### src/rtl/mf3_pkg.sv
package mf3_pkg;

    localparam int MAX_SIZE   = 16;
    localparam int POS_W      = $clog2(MAX_SIZE);
    localparam int SIZE_W     = 5;
    localparam int PIX_W      = 8;
    localparam int SUM_W      = 12;
    localparam int CNT_W      = 4;
    localparam int RECIP_SH   = 16;
    localparam int RECIP_W    = RECIP_SH + 1;
    localparam int PROD_W     = SUM_W + RECIP_W;
    localparam int NKIND      = 4;

    localparam logic [SIZE_W-1:0] SIZE_MIN   = SIZE_W'(2);
    localparam logic [SIZE_W-1:0] SIZE_MAX   = SIZE_W'(MAX_SIZE);
    localparam logic [SIZE_W-1:0] SIZE_RESET = SIZE_W'(16);

    // result kinds in emission order
    localparam logic [1:0] KIND_UP_LEFT = 2'd0;
    localparam logic [1:0] KIND_UP      = 2'd1;
    localparam logic [1:0] KIND_LEFT    = 2'd2;
    localparam logic [1:0] KIND_HERE    = 2'd3;

    typedef logic [PIX_W-1:0] pix_t;

    // ceil(2^16 / cnt): exact quotient for sums below 2^12 and counts 1, 2, 3, 4, 6 and 9
    function automatic logic [RECIP_W-1:0] recip(input logic [CNT_W-1:0] cnt);
        logic [RECIP_W-1:0] r;
        unique case (cnt)
            4'd1:    r = RECIP_W'(65536);
            4'd2:    r = RECIP_W'(32768);
            4'd3:    r = RECIP_W'(21846);
            4'd4:    r = RECIP_W'(16384);
            4'd6:    r = RECIP_W'(10923);
            4'd9:    r = RECIP_W'(7282);
            default: r = '0;
        endcase
        return r;
    endfunction

endpackage

### src/rtl/mean_filter_3x3_border_aware.sv
// 3x3 border-aware mean filter. Pixels of a square frame (side cfg_wr_data, clamped to
// 2..16) enter in raster order, one transaction per clock while s_tready is high. Each
// accepted pixel gives 0 to 4 results carrying row, column and the truncated mean of the
// in-frame neighbours; the master side delivers one result per clock while m_tready is
// high. A pixel with at most one result is taken every cycle unless stalled; a pixel with
// k > 1 results holds the slave side while the single result register serializes them
// (row ends, last-row pixels, and four results on the final pixel). The mean uses a
// reciprocal multiply, exact for all window sizes. Writing the frame size restarts the frame.
module mean_filter_3x3_border_aware (
    input  logic                       clk,
    input  logic                       rst_n,
    input  logic                       cfg_wr_en,
    input  logic [mf3_pkg::SIZE_W-1:0] cfg_wr_data,
    input  logic                       s_tvalid,
    output logic                       s_tready,
    input  logic [7:0]                 s_tdata,   // [7:0] pixel
    output logic                       m_tvalid,
    input  logic                       m_tready,
    output logic [15:0]                m_tdata,   // [3:0] out_row, [7:4] out_col,
                                                  // [15:8] mean_value
    output logic                       m_tlast,   // last_in_run
    output logic                       m_tuser    // frame_done
);
    import mf3_pkg::*;

    logic [SIZE_W-1:0] frame_size_reg;
    logic [SIZE_W-1:0] n_eff;
    logic [POS_W-1:0]  row_reg, col_reg;

    pix_t              ls_up2_reg [MAX_SIZE];
    pix_t              ls_up1_reg [MAX_SIZE];
    pix_t              win_reg    [9];

    logic [NKIND-1:0]  pend_reg, pend_next;
    logic [POS_W-1:0]  job_r_reg, job_c_reg;

    logic              m_tvalid_reg;
    logic [15:0]       m_tdata_reg;
    logic              m_tlast_reg, m_tuser_reg;

    logic              accept, out_free, emit;
    logic              wrap;
    logic [POS_W-1:0]  r_cur, c_cur;
    logic [SIZE_W-1:0] r_ext, c_ext;
    logic              last_col, last_row;
    logic [NKIND-1:0]  pend_new;

    logic [1:0]        sel;
    logic [NKIND-1:0]  pend_left;
    logic              dr, dc;
    logic [2:0]        row_ok, col_ok;
    logic [SUM_W-1:0]  sum;
    logic [1:0]        rcnt, ccnt;
    logic [CNT_W-1:0]  cnt;
    logic [PROD_W-1:0] prod;
    pix_t              mean;
    logic [POS_W-1:0]  res_r, res_c;

    always_comb
    begin
        if (frame_size_reg < SIZE_MIN)
        begin
            n_eff = SIZE_MIN;
        end
        else if (frame_size_reg > SIZE_MAX)
        begin
            n_eff = SIZE_MAX;
        end
        else
        begin
            n_eff = frame_size_reg;
        end
    end

    // position of the incoming pixel
    always_comb
    begin
        wrap     = ({1'b0, row_reg} >= n_eff) || ({1'b0, col_reg} >= n_eff);
        r_cur    = wrap ? '0 : row_reg;
        c_cur    = wrap ? '0 : col_reg;
        r_ext    = {1'b0, r_cur};
        c_ext    = {1'b0, c_cur};
        last_col = (c_ext == n_eff - SIZE_W'(1));
        last_row = (r_ext == n_eff - SIZE_W'(1));
        pend_new[KIND_UP_LEFT] = (r_cur != '0) && (c_cur != '0);
        pend_new[KIND_UP]      = (r_cur != '0) && last_col;
        pend_new[KIND_LEFT]    = last_row && (c_cur != '0);
        pend_new[KIND_HERE]    = last_row && last_col;
    end

    // pick the next pending result, lowest kind first
    always_comb
    begin
        priority if (pend_reg[KIND_UP_LEFT])
        begin
            sel = KIND_UP_LEFT;
        end
        else if (pend_reg[KIND_UP])
        begin
            sel = KIND_UP;
        end
        else if (pend_reg[KIND_LEFT])
        begin
            sel = KIND_LEFT;
        end
        else
        begin
            sel = KIND_HERE;
        end
        pend_left      = pend_reg;
        pend_left[sel] = 1'b0;
    end

    assign out_free = !m_tvalid_reg || m_tready;
    assign emit     = (pend_reg != '0) && out_free;
    assign s_tready = (pend_reg == '0) || (emit && (pend_left == '0));
    assign accept   = s_tvalid && s_tready;

    always_comb
    begin
        pend_next = pend_reg;
        if (emit)
        begin
            pend_next = pend_left;
        end
        if (accept)
        begin
            pend_next = pend_new;
        end
    end

    // window entry (kr,kc) holds pixel (r-2+kr, c-2+kc); mask out-of-frame and
    // out-of-neighborhood entries
    always_comb
    begin
        dr = (sel == KIND_LEFT) || (sel == KIND_HERE);
        dc = (sel == KIND_UP)   || (sel == KIND_HERE);
        for (int k = 0; k < 3; k++)
        begin
            row_ok[k] = (k >= int'(dr)) && ((k + int'(job_r_reg)) >= 2);
            col_ok[k] = (k >= int'(dc)) && ((k + int'(job_c_reg)) >= 2);
        end
        sum = '0;
        for (int kr = 0; kr < 3; kr++)
        begin
            for (int kc = 0; kc < 3; kc++)
            begin
                if (row_ok[kr] && col_ok[kc])
                begin
                    sum = sum + SUM_W'(win_reg[kr*3 + kc]);
                end
            end
        end
        rcnt  = 2'(row_ok[0]) + 2'(row_ok[1]) + 2'(row_ok[2]);
        ccnt  = 2'(col_ok[0]) + 2'(col_ok[1]) + 2'(col_ok[2]);
        cnt   = {2'b00, rcnt} * {2'b00, ccnt};
        prod  = PROD_W'(sum) * PROD_W'(recip(cnt));
        mean  = prod[RECIP_SH +: PIX_W];
        res_r = job_r_reg - POS_W'(!dr);
        res_c = job_c_reg - POS_W'(!dc);
    end

    always_ff @(posedge clk or negedge rst_n)
    begin
        if (!rst_n)
        begin
            frame_size_reg <= SIZE_RESET;
            row_reg        <= '0;
            col_reg        <= '0;
            pend_reg       <= '0;
            m_tvalid_reg   <= 1'b0;
            for (int i = 0; i < 9; i++)
            begin
                win_reg[i] <= '0;
            end
        end
        else
        begin
            pend_reg <= pend_next;
            if (cfg_wr_en)
            begin
                frame_size_reg <= cfg_wr_data;
                row_reg        <= '0;
                col_reg        <= '0;
            end
            else if (accept)
            begin
                if (last_col)
                begin
                    col_reg <= '0;
                    row_reg <= last_row ? '0 : r_cur + POS_W'(1);
                end
                else
                begin
                    col_reg <= c_cur + POS_W'(1);
                    row_reg <= r_cur;
                end
            end
            if (accept)
            begin
                for (int kr = 0; kr < 3; kr++)
                begin
                    win_reg[kr*3 + 0] <= win_reg[kr*3 + 1];
                    win_reg[kr*3 + 1] <= win_reg[kr*3 + 2];
                end
                win_reg[2] <= ls_up2_reg[c_cur];
                win_reg[5] <= ls_up1_reg[c_cur];
                win_reg[8] <= s_tdata;
            end
            if (emit)
            begin
                m_tvalid_reg <= 1'b1;
            end
            else if (m_tready)
            begin
                m_tvalid_reg <= 1'b0;
            end
        end
    end

    // payload: line store, job position, result register
    always_ff @(posedge clk)
    begin
        if (accept)
        begin
            ls_up2_reg[c_cur] <= ls_up1_reg[c_cur];
            ls_up1_reg[c_cur] <= s_tdata;
            job_r_reg         <= r_cur;
            job_c_reg         <= c_cur;
        end
        if (emit)
        begin
            m_tdata_reg <= {mean, res_c, res_r};
            m_tlast_reg <= (pend_left == '0);
            m_tuser_reg <= (sel == KIND_HERE);
        end
    end

    assign m_tvalid = m_tvalid_reg;
    assign m_tdata  = m_tdata_reg;
    assign m_tlast  = m_tlast_reg;
    assign m_tuser  = m_tuser_reg;

endmodule
### config.mk
export PLATFORM = sky130hd
export DESIGN_NAME = mean_filter_3x3_border_aware
export DESIGN_NICKNAME = d
export VERILOG_FILES = /design/src/rtl/mf3_pkg.sv /design/src/rtl/mean_filter_3x3_border_aware.sv
export SDC_FILE = /design/constraint.sdc
export NUM_CORES = 1
export LEC_CHECK = 0
export BUFFER_PORTS_ARGS = -buffer_cell sky130_fd_sc_hd__buf_2
export CAP_MARGIN = 20
export CORE_ASPECT_RATIO = 0.8
export CORE_UTILIZATION = 64
export DETAILED_ROUTE_END_ITERATION = 16
export GPL_TIMING_DRIVEN = 0
export PLACE_DENSITY = 0.83
export SETUP_SLACK_MARGIN = 0.1
export SLEW_MARGIN = 20
export SYNTH_ARGS = -nofsm -noshare
export SYNTH_HDL_FRONTEND = slang
export SYNTH_SLANG_ARGS = --single-unit
export TNS_END_PERCENT = 1
### constraint.sdc
create_clock -name clk -period 15.8 [get_ports clk]
set_input_delay 0.79 -clock clk [delete_from_list [all_inputs] [get_ports clk]]
set_output_delay 0.79 -clock clk [all_outputs]
set_load 0.02 [all_outputs]
After elaboration in Yosys (flattened, before gate mapping)
Memories as Yosys holds them, arrays and structs flattened. A register that Yosys moved wholly into a read port is not among the register bits.
Cells that the tools add are included.
{"block": "word_totals", "regBits": 108, "mem_bits_rw": 256, "input_bits": 18, "word_cells": 138, "mem_count": 2}
{"block": "op_classes", "addsub": 21, "n_mul": 2, "order_cmp": 14, "n_eq_ne": 11, "n_mux": 32, "n_bitwise": 2, "n_reduce_logical": 36}
{"name": "ls_up1_reg", "words": 16, "word_bits": 8, "read_ports": 1, "rd_ports_with_merged_regs": 0, "write_ports": 1, "line": "mean_filter_3x3_border_aware.sv:31", "source": "pix_t ls_up1_reg [MAX_SIZE];"}
{"name": "ls_up2_reg", "words": 16, "word_bits": 8, "read_ports": 1, "rd_ports_with_merged_regs": 1, "write_ports": 1, "line": "mean_filter_3x3_border_aware.sv:30", "source": "pix_t ls_up2_reg [MAX_SIZE];"}
{"op": "$pmux 17 s6", "n": 1}
{"op": "$add 12x8->12", "n": 8}
{"op": "$mux 12", "n": 8}
{"op": "$mux 4", "n": 11}
{"op": "$mul 12x17->24", "n": 1}
{"op": "$ge 5x2->1 const B", "n": 4}
{"op": "$logic_and 1x1->1", "n": 19}
{"op": "$reduce_bool 4->1", "n": 3}
{"op": "$add 1x4->5 const A", "n": 2}
{"op": "$add 2x4->5 const A", "n": 2}
{"op": "$eq 4x5->1", "n": 2}
{"op": "$ge 4x5->1", "n": 2}
{"op": "$mux 5", "n": 2}
{"op": "$add 4x1->4 const B", "n": 2}
{"op": "$eq 4x2->1 const B", "n": 2}
{"op": "$eq 4x3->1 const B", "n": 2}
{"op": "$ge 4x2->1 const B", "n": 2}
{"op": "$logic_not 4->1", "n": 2}
{"op": "$mux 8", "n": 1}
{"op": "$sub 4x1->4", "n": 2}
{"op": "$mux 1", "n": 6}
{"op": "$reduce_bool 2->1", "n": 3}
{"op": "$gt 5x5->1 const B", "n": 1}
{"op": "$logic_or 1x1->1", "n": 5}
{"op": "17 further kinds", "n": 25}

Logic depth before layout (Yosys ltp)
Gate-level depths: netlist (run 1).
{"block": "depth", "ltp_word": 26, "ltp_mapped": 73}

Least setup slack after synthesis (run 1)
Ideal clock, no wire load.
{"block": "synth_path", "path_kind": "register to register", "from": "reg job_c_reg[1]", "to": "reg m_tdata_reg[15], in the netlist m_tdata[15] (data pin)", "arrival_time_ps": 14303, "required_time_ps": 15532, "slack_ps": 1229, "stages_incl_launch_ff": 65, "cell_sequence": "edfxtp_1 -> ha_1 -> or4_1 -> o21ai_1 -> clkbuf_1 -> nor2_1 -> and2_1 -> ha_1 -> inv_1 -> fa_1 -> o21ai_0 -> ha_1 -> a211oi_1 -> nor2_1 -> o31ai_1 -> nand2_1 -> a21oi_1 -> ha_1 -> [29 not listed] -> a21oi_1 -> fa_1 -> fa_1 -> inv_1 -> fa_1 -> fa_1 -> fa_1 -> inv_1 -> ha_1 -> o21ai_0 -> nand2b_1 -> and3_1 -> a221o_1 -> and4_1 -> o31ai_1 -> nand2b_1 -> a21oi_1 -> xnor3_1"}
{"block": "synth_via", "elab_chain_len": 21, "elab_cells_between_ends": 43}
{"item": "from (decl)", "line": "mean_filter_3x3_border_aware.sv:35", "source": "logic [POS_W-1:0] job_r_reg, job_c_reg;"}
{"item": "from (signal assigned)", "line": "mean_filter_3x3_border_aware.sv:229", "source": "job_c_reg <= c_cur;"}
{"item": "$ge 4x2->1", "line": "mean_filter_3x3_border_aware.sv:141", "source": "col_ok[k] = (k >= int'(dc)) && ((k + int'(job_c_reg)) >= 2);"}
{"item": "$logic_and 1x1->1", "line": "mean_filter_3x3_border_aware.sv:141"}
{"item": "$logic_and 1x1->1", "line": "mean_filter_3x3_border_aware.sv:148", "source": "if (row_ok[kr] && col_ok[kc])"}
{"item": "$mux 8", "line": "mean_filter_3x3_border_aware.sv:148"}
{"item": "$add 12x8->12", "line": "mean_filter_3x3_border_aware.sv:150", "source": "sum = sum + SUM_W'(win_reg[kr*3 + kc]);"}
{"item": "$mux 12", "line": "mean_filter_3x3_border_aware.sv:148"}
{"item": "$add 12x8->12", "line": "mean_filter_3x3_border_aware.sv:150"}
{"item": "$mux 12", "line": "mean_filter_3x3_border_aware.sv:148"}
{"item": "[6 not listed]"}
{"item": "$add 12x8->12", "line": "mean_filter_3x3_border_aware.sv:150"}
{"item": "$mux 12", "line": "mean_filter_3x3_border_aware.sv:148"}
{"item": "$add 12x8->12", "line": "mean_filter_3x3_border_aware.sv:150"}
{"item": "$mux 12", "line": "mean_filter_3x3_border_aware.sv:148"}
{"item": "$add 12x8->12", "line": "mean_filter_3x3_border_aware.sv:150"}
{"item": "$mux 12", "line": "mean_filter_3x3_border_aware.sv:148"}
{"item": "$mul 12x17->24 *", "line": "mean_filter_3x3_border_aware.sv:157", "source": "prod = PROD_W'(sum) * PROD_W'(recip(cnt));"}
{"item": "net prod[23]", "line": "mean_filter_3x3_border_aware.sv:55", "source": "logic [PROD_W-1:0] prod;"}
{"item": "to (signal assigned)", "line": "mean_filter_3x3_border_aware.sv:233", "source": "m_tdata_reg <= {mean, res_c, res_r};"}
{"item": "to (decl)", "line": "mean_filter_3x3_border_aware.sv:38", "source": "logic [15:0] m_tdata_reg;"}
The timed path passes the listed nets; every way through them passes the cells marked *.
A chain may end at the register's enable or synchronous reset.

Worst setup path after layout (run 1)
Ends and elaborated chain as after synthesis.

==> reports/qor.csv, run 1 <==
stage;metric;value;unit
clock_tree;cts_tree;done;
sta;max_freq;65.9;MHz
finish;regArea;10700;um^2
routing;wire_per_inst;22.3;um
critical_path;crit_fanout;8;
placed_design;hpwl;43.4;mm
pwr;p_seq_share;28.7;%
pwr;switchingPower;1.68;mW
clock_tree;ctsHtreeMaxLevel;2;
placed_design;io_buffers;37;
finish;final_cells;2716;
sta;hold_viol_final;0;
critical_path;cp_common_cell;ha_1;
clock_tree;cts_hold_buf;0;
synth;async_flop_share;24.2;%
pwr;power.share.switching;40.7;%
synth;ys.warnings.count;0;
routing;vias;16970;
sta;slew-limit-headroom;29.6;%
critical_path;timing.rr.end;m_tdata[15]$_DFFE_PP_;
placed_design;placed_area;24300;um^2
critical_path;worstSetupEndpointType;flop;
routing;drtIter0Drc;1764;
die;io_pins;38;
die;die_h;172;um
clock_tree;cts_root_buffer;clkbuf_16;
hold_path;hold_class;in -> async;
routing;drt_first_pass_iters;5;
sta;fin_ws;619;ps
sta;worstMarginPinSlew;1050;ps
clock_tree;clockBufferDepth;3;
global_route;overflow;0;
placed_design;preCtsSetupSlack;-1500;ps
critical_path;ff2ff_setup_slack;620;ps
critical_path;start_kind;flop;
critical_path;worstPathArrival;15450;ps
die;dieWidth;215;um
routing;wl_met2;28.4;mm
synth;ys.flop_type;edfxtp_1;
pwr;p_int;2.45;mW
routing;met1Wirelength;24.2;mm
critical_path;max_stage_delay;740;ps
pwr;p_per_area;158;nW/um^2
clock_tree;clkLatencyLatePin;550;ps
status;outcome;complete, no violations;
critical_path;worst-r2r-cell-count;63;
pwr;power_leakage;10.8;nW
sta;timing.final.crit_share;96.1;%
die;fp.coreArea;35200;um^2
sta;setup_viol;0;
finish;fin_area;26100;um^2
placed_design;placed_cells;2615;
global_route;antenna_found_initial;1;
synth;ys_ff_latch;372;
global_route;grt_pass1_vias;17179;
synth;ys_seq_area_share;46.2;%
pwr;ir_drop;0.000119;V
routing;wl_met3;5.95;mm
synth;synth_area_per_cell;11.1;um^2
synth;syn-instance-count;2090;
routing;wl;60.7;mm
pwr;power.share.clock;21.5;%
critical_path;required;16070;ps
finish;fillers;2241;
synth;syn_area;23200;um^2
sta;fin_hold_ws;139;ps
finish;drive_above_1_share;13.1;%
die;start_util;65.9;%
routing;ant_nets;0;
critical_path;critPathKind;reg -> reg;
critical_path;critPathSlowestCell;fa_1;
sta;slew_violations;0;
global_route;grt_max_degree;57;
clock_tree;clk_pin_slew;60;ps
pwr;pwr-share-comb;49.8;%
finish;syn_to_final_growth;12.6;%
clock_tree;numClockSinks;372;
finish;nNetsFinal;2504;
sta;fin_worst_skew;20.9;ps
clock_tree;numCtsBuffers;37;
global_route;grt_pass1_wl;93.7;mm
sta;finalCriticalPeriod;15180;ps
finish;multi_input_area;11700;um^2
synth;synth_edf_count;282;
placed_design;gp_congestion;0.965;
die;die_area;37000;um^2
routing;drc;0;
die;num_rows;61;
global_route;grtUsageTotal;33.3;%
critical_path;reg2reg_from;job_c_reg[1]$_DFFE_PP_;
finish;diodes;0;
finish;fin_util;74.3;%
routing;avgViaCountPerCell;6.25;
synth;ys_types;83;
job;drv_cap;0;
routing;highest_layer;met5;
final cells by class:
cell class                 instances  share of cell area, %
multi-input combinational       1405                   44.9
clock inverter                    21                  0.852
tap                              472                   2.26
clock buffer                      46                   3.79
timing repair buffer              86                   2.53
buffer                            72                   1.14
inverter                         242                   3.51
sequential                       372                   41.0
how the worst max path moves through the flow:
stage                                start                     to  slack, ps  depth (start not counted)
global placement    job_c_reg[1]$_DFFE_PP_  m_tdata[15]$_DFFE_PP_      -1080                         63
global route        job_c_reg[0]$_DFFE_PP_  m_tdata[15]$_DFFE_PP_         -6                         67
floorplan           job_c_reg[1]$_DFFE_PP_  m_tdata[15]$_DFFE_PP_       1230                         64
finish              job_c_reg[1]$_DFFE_PP_  m_tdata[15]$_DFFE_PP_        620                         63
detailed placement  job_c_reg[1]$_DFFE_PP_  m_tdata[15]$_DFFE_PP_      -1500                         63
CTS                 job_c_reg[0]$_DFFE_PP_  m_tdata[15]$_DFFE_PP_        120                         65
cells in the final DEF, fill, tap and decap left out, types with 38 or more instances in the layout:
cell and n:
o21ai_0 56, inv_1 236, clkbuf_1 67, dfrtp_1 88, nand2_1 292, nor2_1 107
ha_1 129, o22ai_1 112, a21oi_1 65, clkbuf_16 38, edfxtp_1 282, fa_1 132
xnor2_1 39
cells in the mapped netlist, drive strengths merged (13+ instances only):
library cell / n / area [um^2]
o21ai: 82 / 414
nand2b: 25 / 156
mux4: 16 / 360
nand3: 19 / 95.1
a21o: 20 / 150
mux2: 15 / 173
edfxtp: 282 / 8470
nand2: 292 / 1100
or2: 13 / 81.3
ha: 135 / 1690
o21a: 18 / 135
o31ai: 16 / 120
a21oi: 88 / 452
xnor2: 45 / 432
clkbuf: 61 / 229
o22ai: 112 / 701
fa: 135 / 2700
dfrtp: 89 / 2230
nor2: 127 / 477
mux2i: 38 / 380
xor2: 31 / 272
nor3: 35 / 175
and2: 18 / 113
inv: 241 / 907
a211oi: 25 / 188
cells by family (layout without fill, tap and decap cells):
kind of cell	count (synthesis)	count (layout)	synth area share (%)
AND/OR/NAND/NOR	561	561	10.5
AO/OA/AOI/OAI	423	423	11.9
flip-flops	372	372	46.2
buffers and inverters	314	467	5.16
adder cells (fa/ha/maj)	271	271	19.0
XOR/XNOR	79	79	3.32
multiplexers	69	69	3.94
other	1	2	0.0162
timing repair:
action / CTS / global route
resized for setup: 38 / 58
endpoints found under the setup margin: 8 / 5
pin swaps: 8 / 30
buffers inserted: 9 / 25
per-layer routing:
metal	up-vias	global-route usage (%)
met5	-	0
met4	2	12.5
met3	173	7.26
met2	903	54.2
met1	8342	44.3
li1	7550	-
worst max-delay path: cells and delay by family (launching register included):
family / cells / cell delay, ps
multiplexers: 1 / 290
flip-flops: 1 / 450
adder cells (fa/ha/maj): 16 / 6320
AO/OA/AOI/OAI: 25 / 4050
XOR/XNOR: 4 / 1110
AND/OR/NAND/NOR: 10 / 1850
buffers and inverters: 7 / 770
power groups by stage:
stage	combinational (mW)	sequential (mW)	clock [mW]
detailed placement	1.89	1.20	0
floorplan	1.37	1.19	0
global placement	1.81	1.20	0
global route	2.30	1.19	0.924
finish	2.06	1.18	0.889
CTS	1.95	1.18	0.889
per-stage QoR:
stage                     power (mW)  setup TNS (ps)
after detailed placement        3.09           -4930
after global placement          3.01           -2500
final                           4.13               0
after CTS                       4.02               0
after global routing            4.41           -5.51
after floorplan                 2.57               0
Note: power is estimated with default switching activity, not from simulation.
==> run 2, diff against run 1 <==
CORE_MARGIN = 1.5   (was default)
==> run 2 against run 1 <==
Effect of this change:
- sequential cell count unchanged
- wire length decreased by 2.4%
- clock-buffer cell count increased by 1
- design area decreased by 0.25%
- largest cell class unchanged
- sequential share of layout area increased by 0.10 points
- utilization decreased by 1.5 points
- critical endpoint unchanged
- worst setup slack got worse by 1.3 ps
- sequential power about the same
- clock power decreased by 2.7%
==> reports/qor.csv, run 2 (synthesized netlist as in run 1, its figures left out) <==
stage;metric;value;unit
status;outcome;complete, no violations;
finish;diodes;0;
die;fp.coreArea;35800;um^2
routing;avgViaCountPerCell;6.23;
global_route;grt_pass1_wl;93.2;mm
finish;fin_area;26100;um^2
routing;wire_per_inst;21.8;um
finish;fillers;2389;
clock_tree;numClockSinks;372;
sta;worstMarginPinSlew;1060;ps
critical_path;critPathBufInv;9;
sta;setup_viol;0;
finish;nNetsFinal;2497;
pwr;p_int;2.40;mW
clock_tree;clockBufferDepth;3;
sta;slew-limit-headroom;29.1;%
critical_path;start_kind;flop;
routing;ant_nets;0;
clock_tree;numCtsBuffers;38;
sta;timing.final.crit_share;96.1;%
placed_design;hpwl;43.1;mm
pwr;pwr-share-comb;49.5;%
critical_path;critPathSlowestCell;fa_1;
placed_design;placed_area;24300;um^2
critical_path;worstSetupEndpointType;flop;
pwr;p_seq_share;29.2;%
clock_tree;clk_pin_slew;60;ps
die;die_h;173;um
sta;max_freq;65.9;MHz
sta;finalCriticalPeriod;15180;ps
placed_design;gp_congestion;1.01;
job;drv_cap;0;
finish;syn_to_final_growth;12.3;%
routing;drtIter0Drc;1760;
global_route;antenna_found_initial;1;
pwr;power.share.switching;40.7;%
routing;vias;16932;
clock_tree;cts_tree;done;
finish;final_cells;2716;
sta;hold_viol_final;0;
placed_design;placed_cells;2624;
finish;fin_util;72.7;%
die;die_area;37400;um^2
critical_path;ff2ff_setup_slack;620;ps
routing;drc;0;
sta;slew_violations;0;
critical_path;worstPathArrival;15450;ps
finish;layout_commonest_cell;nand2_1;
finish;final_cell_mix;nand2_1, edfxtp_1, inv_1;
die;start_util;64.7;%
pwr;power.share.clock;21.3;%
clock_tree;clkLatencyLatePin;550;ps
clock_tree;cts_root_buffer;clkbuf_16;
die;num_rows;62;
die;io_pins;38;
hold_path;hold_class;in -> async;
sta;fin_worst_skew;19.3;ps
pwr;power_leakage;10.8;nW
global_route;grtUsageTotal;32.3;%
sta;grt_setup_unrepaired;no;
finish;drive_above_1_share;12.6;%
global_route;grt_pass1_vias;17398;
global_route;overflow;0;
critical_path;required;16070;ps
die;dieWidth;216;um
critical_path;cp_top_family;adder cells;
critical_path;max_stage_delay;610;ps
placed_design;io_buffers;37;
routing;wl;59.2;mm
clock_tree;ctsHtreeMaxLevel;2;
pwr;ir_drop;0.000111;V
global_route;grt_max_degree;76;
critical_path;crit_fanout;8;
routing;drt_first_pass_iters;6;
pwr;switchingPower;1.65;mW
pwr;p_per_area;155;nW/um^2
critical_path;critPathKind;reg -> reg;
==> run 2: changes by cell type in the layout (fill, tap and decap cells not counted), sizes merged <==
| cell | delta |
|---|---|
| clkbuf | +1 |
| buf | -8 |
| clkinv | -1 |
| clkinvlp | -1 |
| bufinv | -1 |
| inv | +2 |
==> run 2: worst paths after layout <==
| path | startpoint | depth (start not counted) | end |
|---|---|---|---|
| worst max-delay path | job_r_reg[0]$_DFFE_PP_ | 68 | m_tdata[15]$_DFFE_PP_ |
| worst max register to register | job_r_reg[0]$_DFFE_PP_ | 68 | m_tdata[15]$_DFFE_PP_ |
| worst min-delay path | rst_n | 1 | col_reg[2]$_DFFE_PN0P_ |
| max in group asynchronous | rst_n | 2 | win_reg[38]$_DFFE_PN0P_ |
| min in group clk | cfg_wr_data[4] | 3 | frame_size_reg[4]$_DFFE_PN1P_ |
| worst min register to register | win_reg[70]$_DFFE_PN0P_ | 2 | win_reg[70]$_DFFE_PN0P_ |
==> run 2: timing repair <==
item / in CTS / in global routing
pin swaps: 8 / 31
resized for setup: 38 / 52
hold buffers: 0 / 0
endpoints found under the setup margin: 8 / 6
setup buffers: 7 / 18
==> run 2: metrics by stage <==
stage / total power [mW] / setup slack (ps) / TNS (ps) / hold slack (ps)
final: 4.05 / 618 / 0 / 64.7
after floorplan: 2.57 / 1230 / 0 / 438
after global placement: 3.00 / -1130 / -2330 / 450
after global routing: 4.34 / 14.9 / 0 / 66.7
after detailed placement: 3.07 / -1490 / -4130 / 455
after CTS: 3.98 / 118 / 0 / 55.3
==> run 2: worst register-to-register path: cells and delay by family (launching register included) <==
family / cells / cell delay (ps)
adder cells (fa/ha/maj): 15 / 5730
XOR/XNOR: 5 / 970
AO/OA/AOI/OAI: 29 / 5080
flip-flops: 1 / 440
AND/OR/NAND/NOR: 10 / 1760
buffers and inverters: 9 / 920
==> run 2: layer usage <==
layer | track usage [%] | share of wire, %
met5 | 0 | 0.022
met4 | 12.7 | 3.4
met3 | 7.68 | 9.9
met2 | 51.6 | 47
met1 | 42.9 | 39
==> run 2: area by class of cell <==
cell class	instances	area [um^2]	share of cell area [%]
Timing Repair Buffer	78	606	2.32
Inverter	242	916	3.51
Clock inverter	20	190	0.730
Sequential cell	372	10700	41.1
Buffer	72	298	1.14
Clock buffer	47	995	3.82
Multi-Input combinational cell	1405	11700	45.0
Tap cell	480	601	2.30
==> run 2: power groups by stage <==
stage / logic, mW / registers (mW) / clock network (mW)
3_3_place_gp: 1.80 / 1.20 / 0
2_1_floorplan: 1.37 / 1.19 / 0
6_report: 2.00 / 1.18 / 0.865
4_1_cts: 1.93 / 1.18 / 0.869
3_5_place_dp: 1.87 / 1.20 / 0
5_1_grt: 2.25 / 1.19 / 0.902
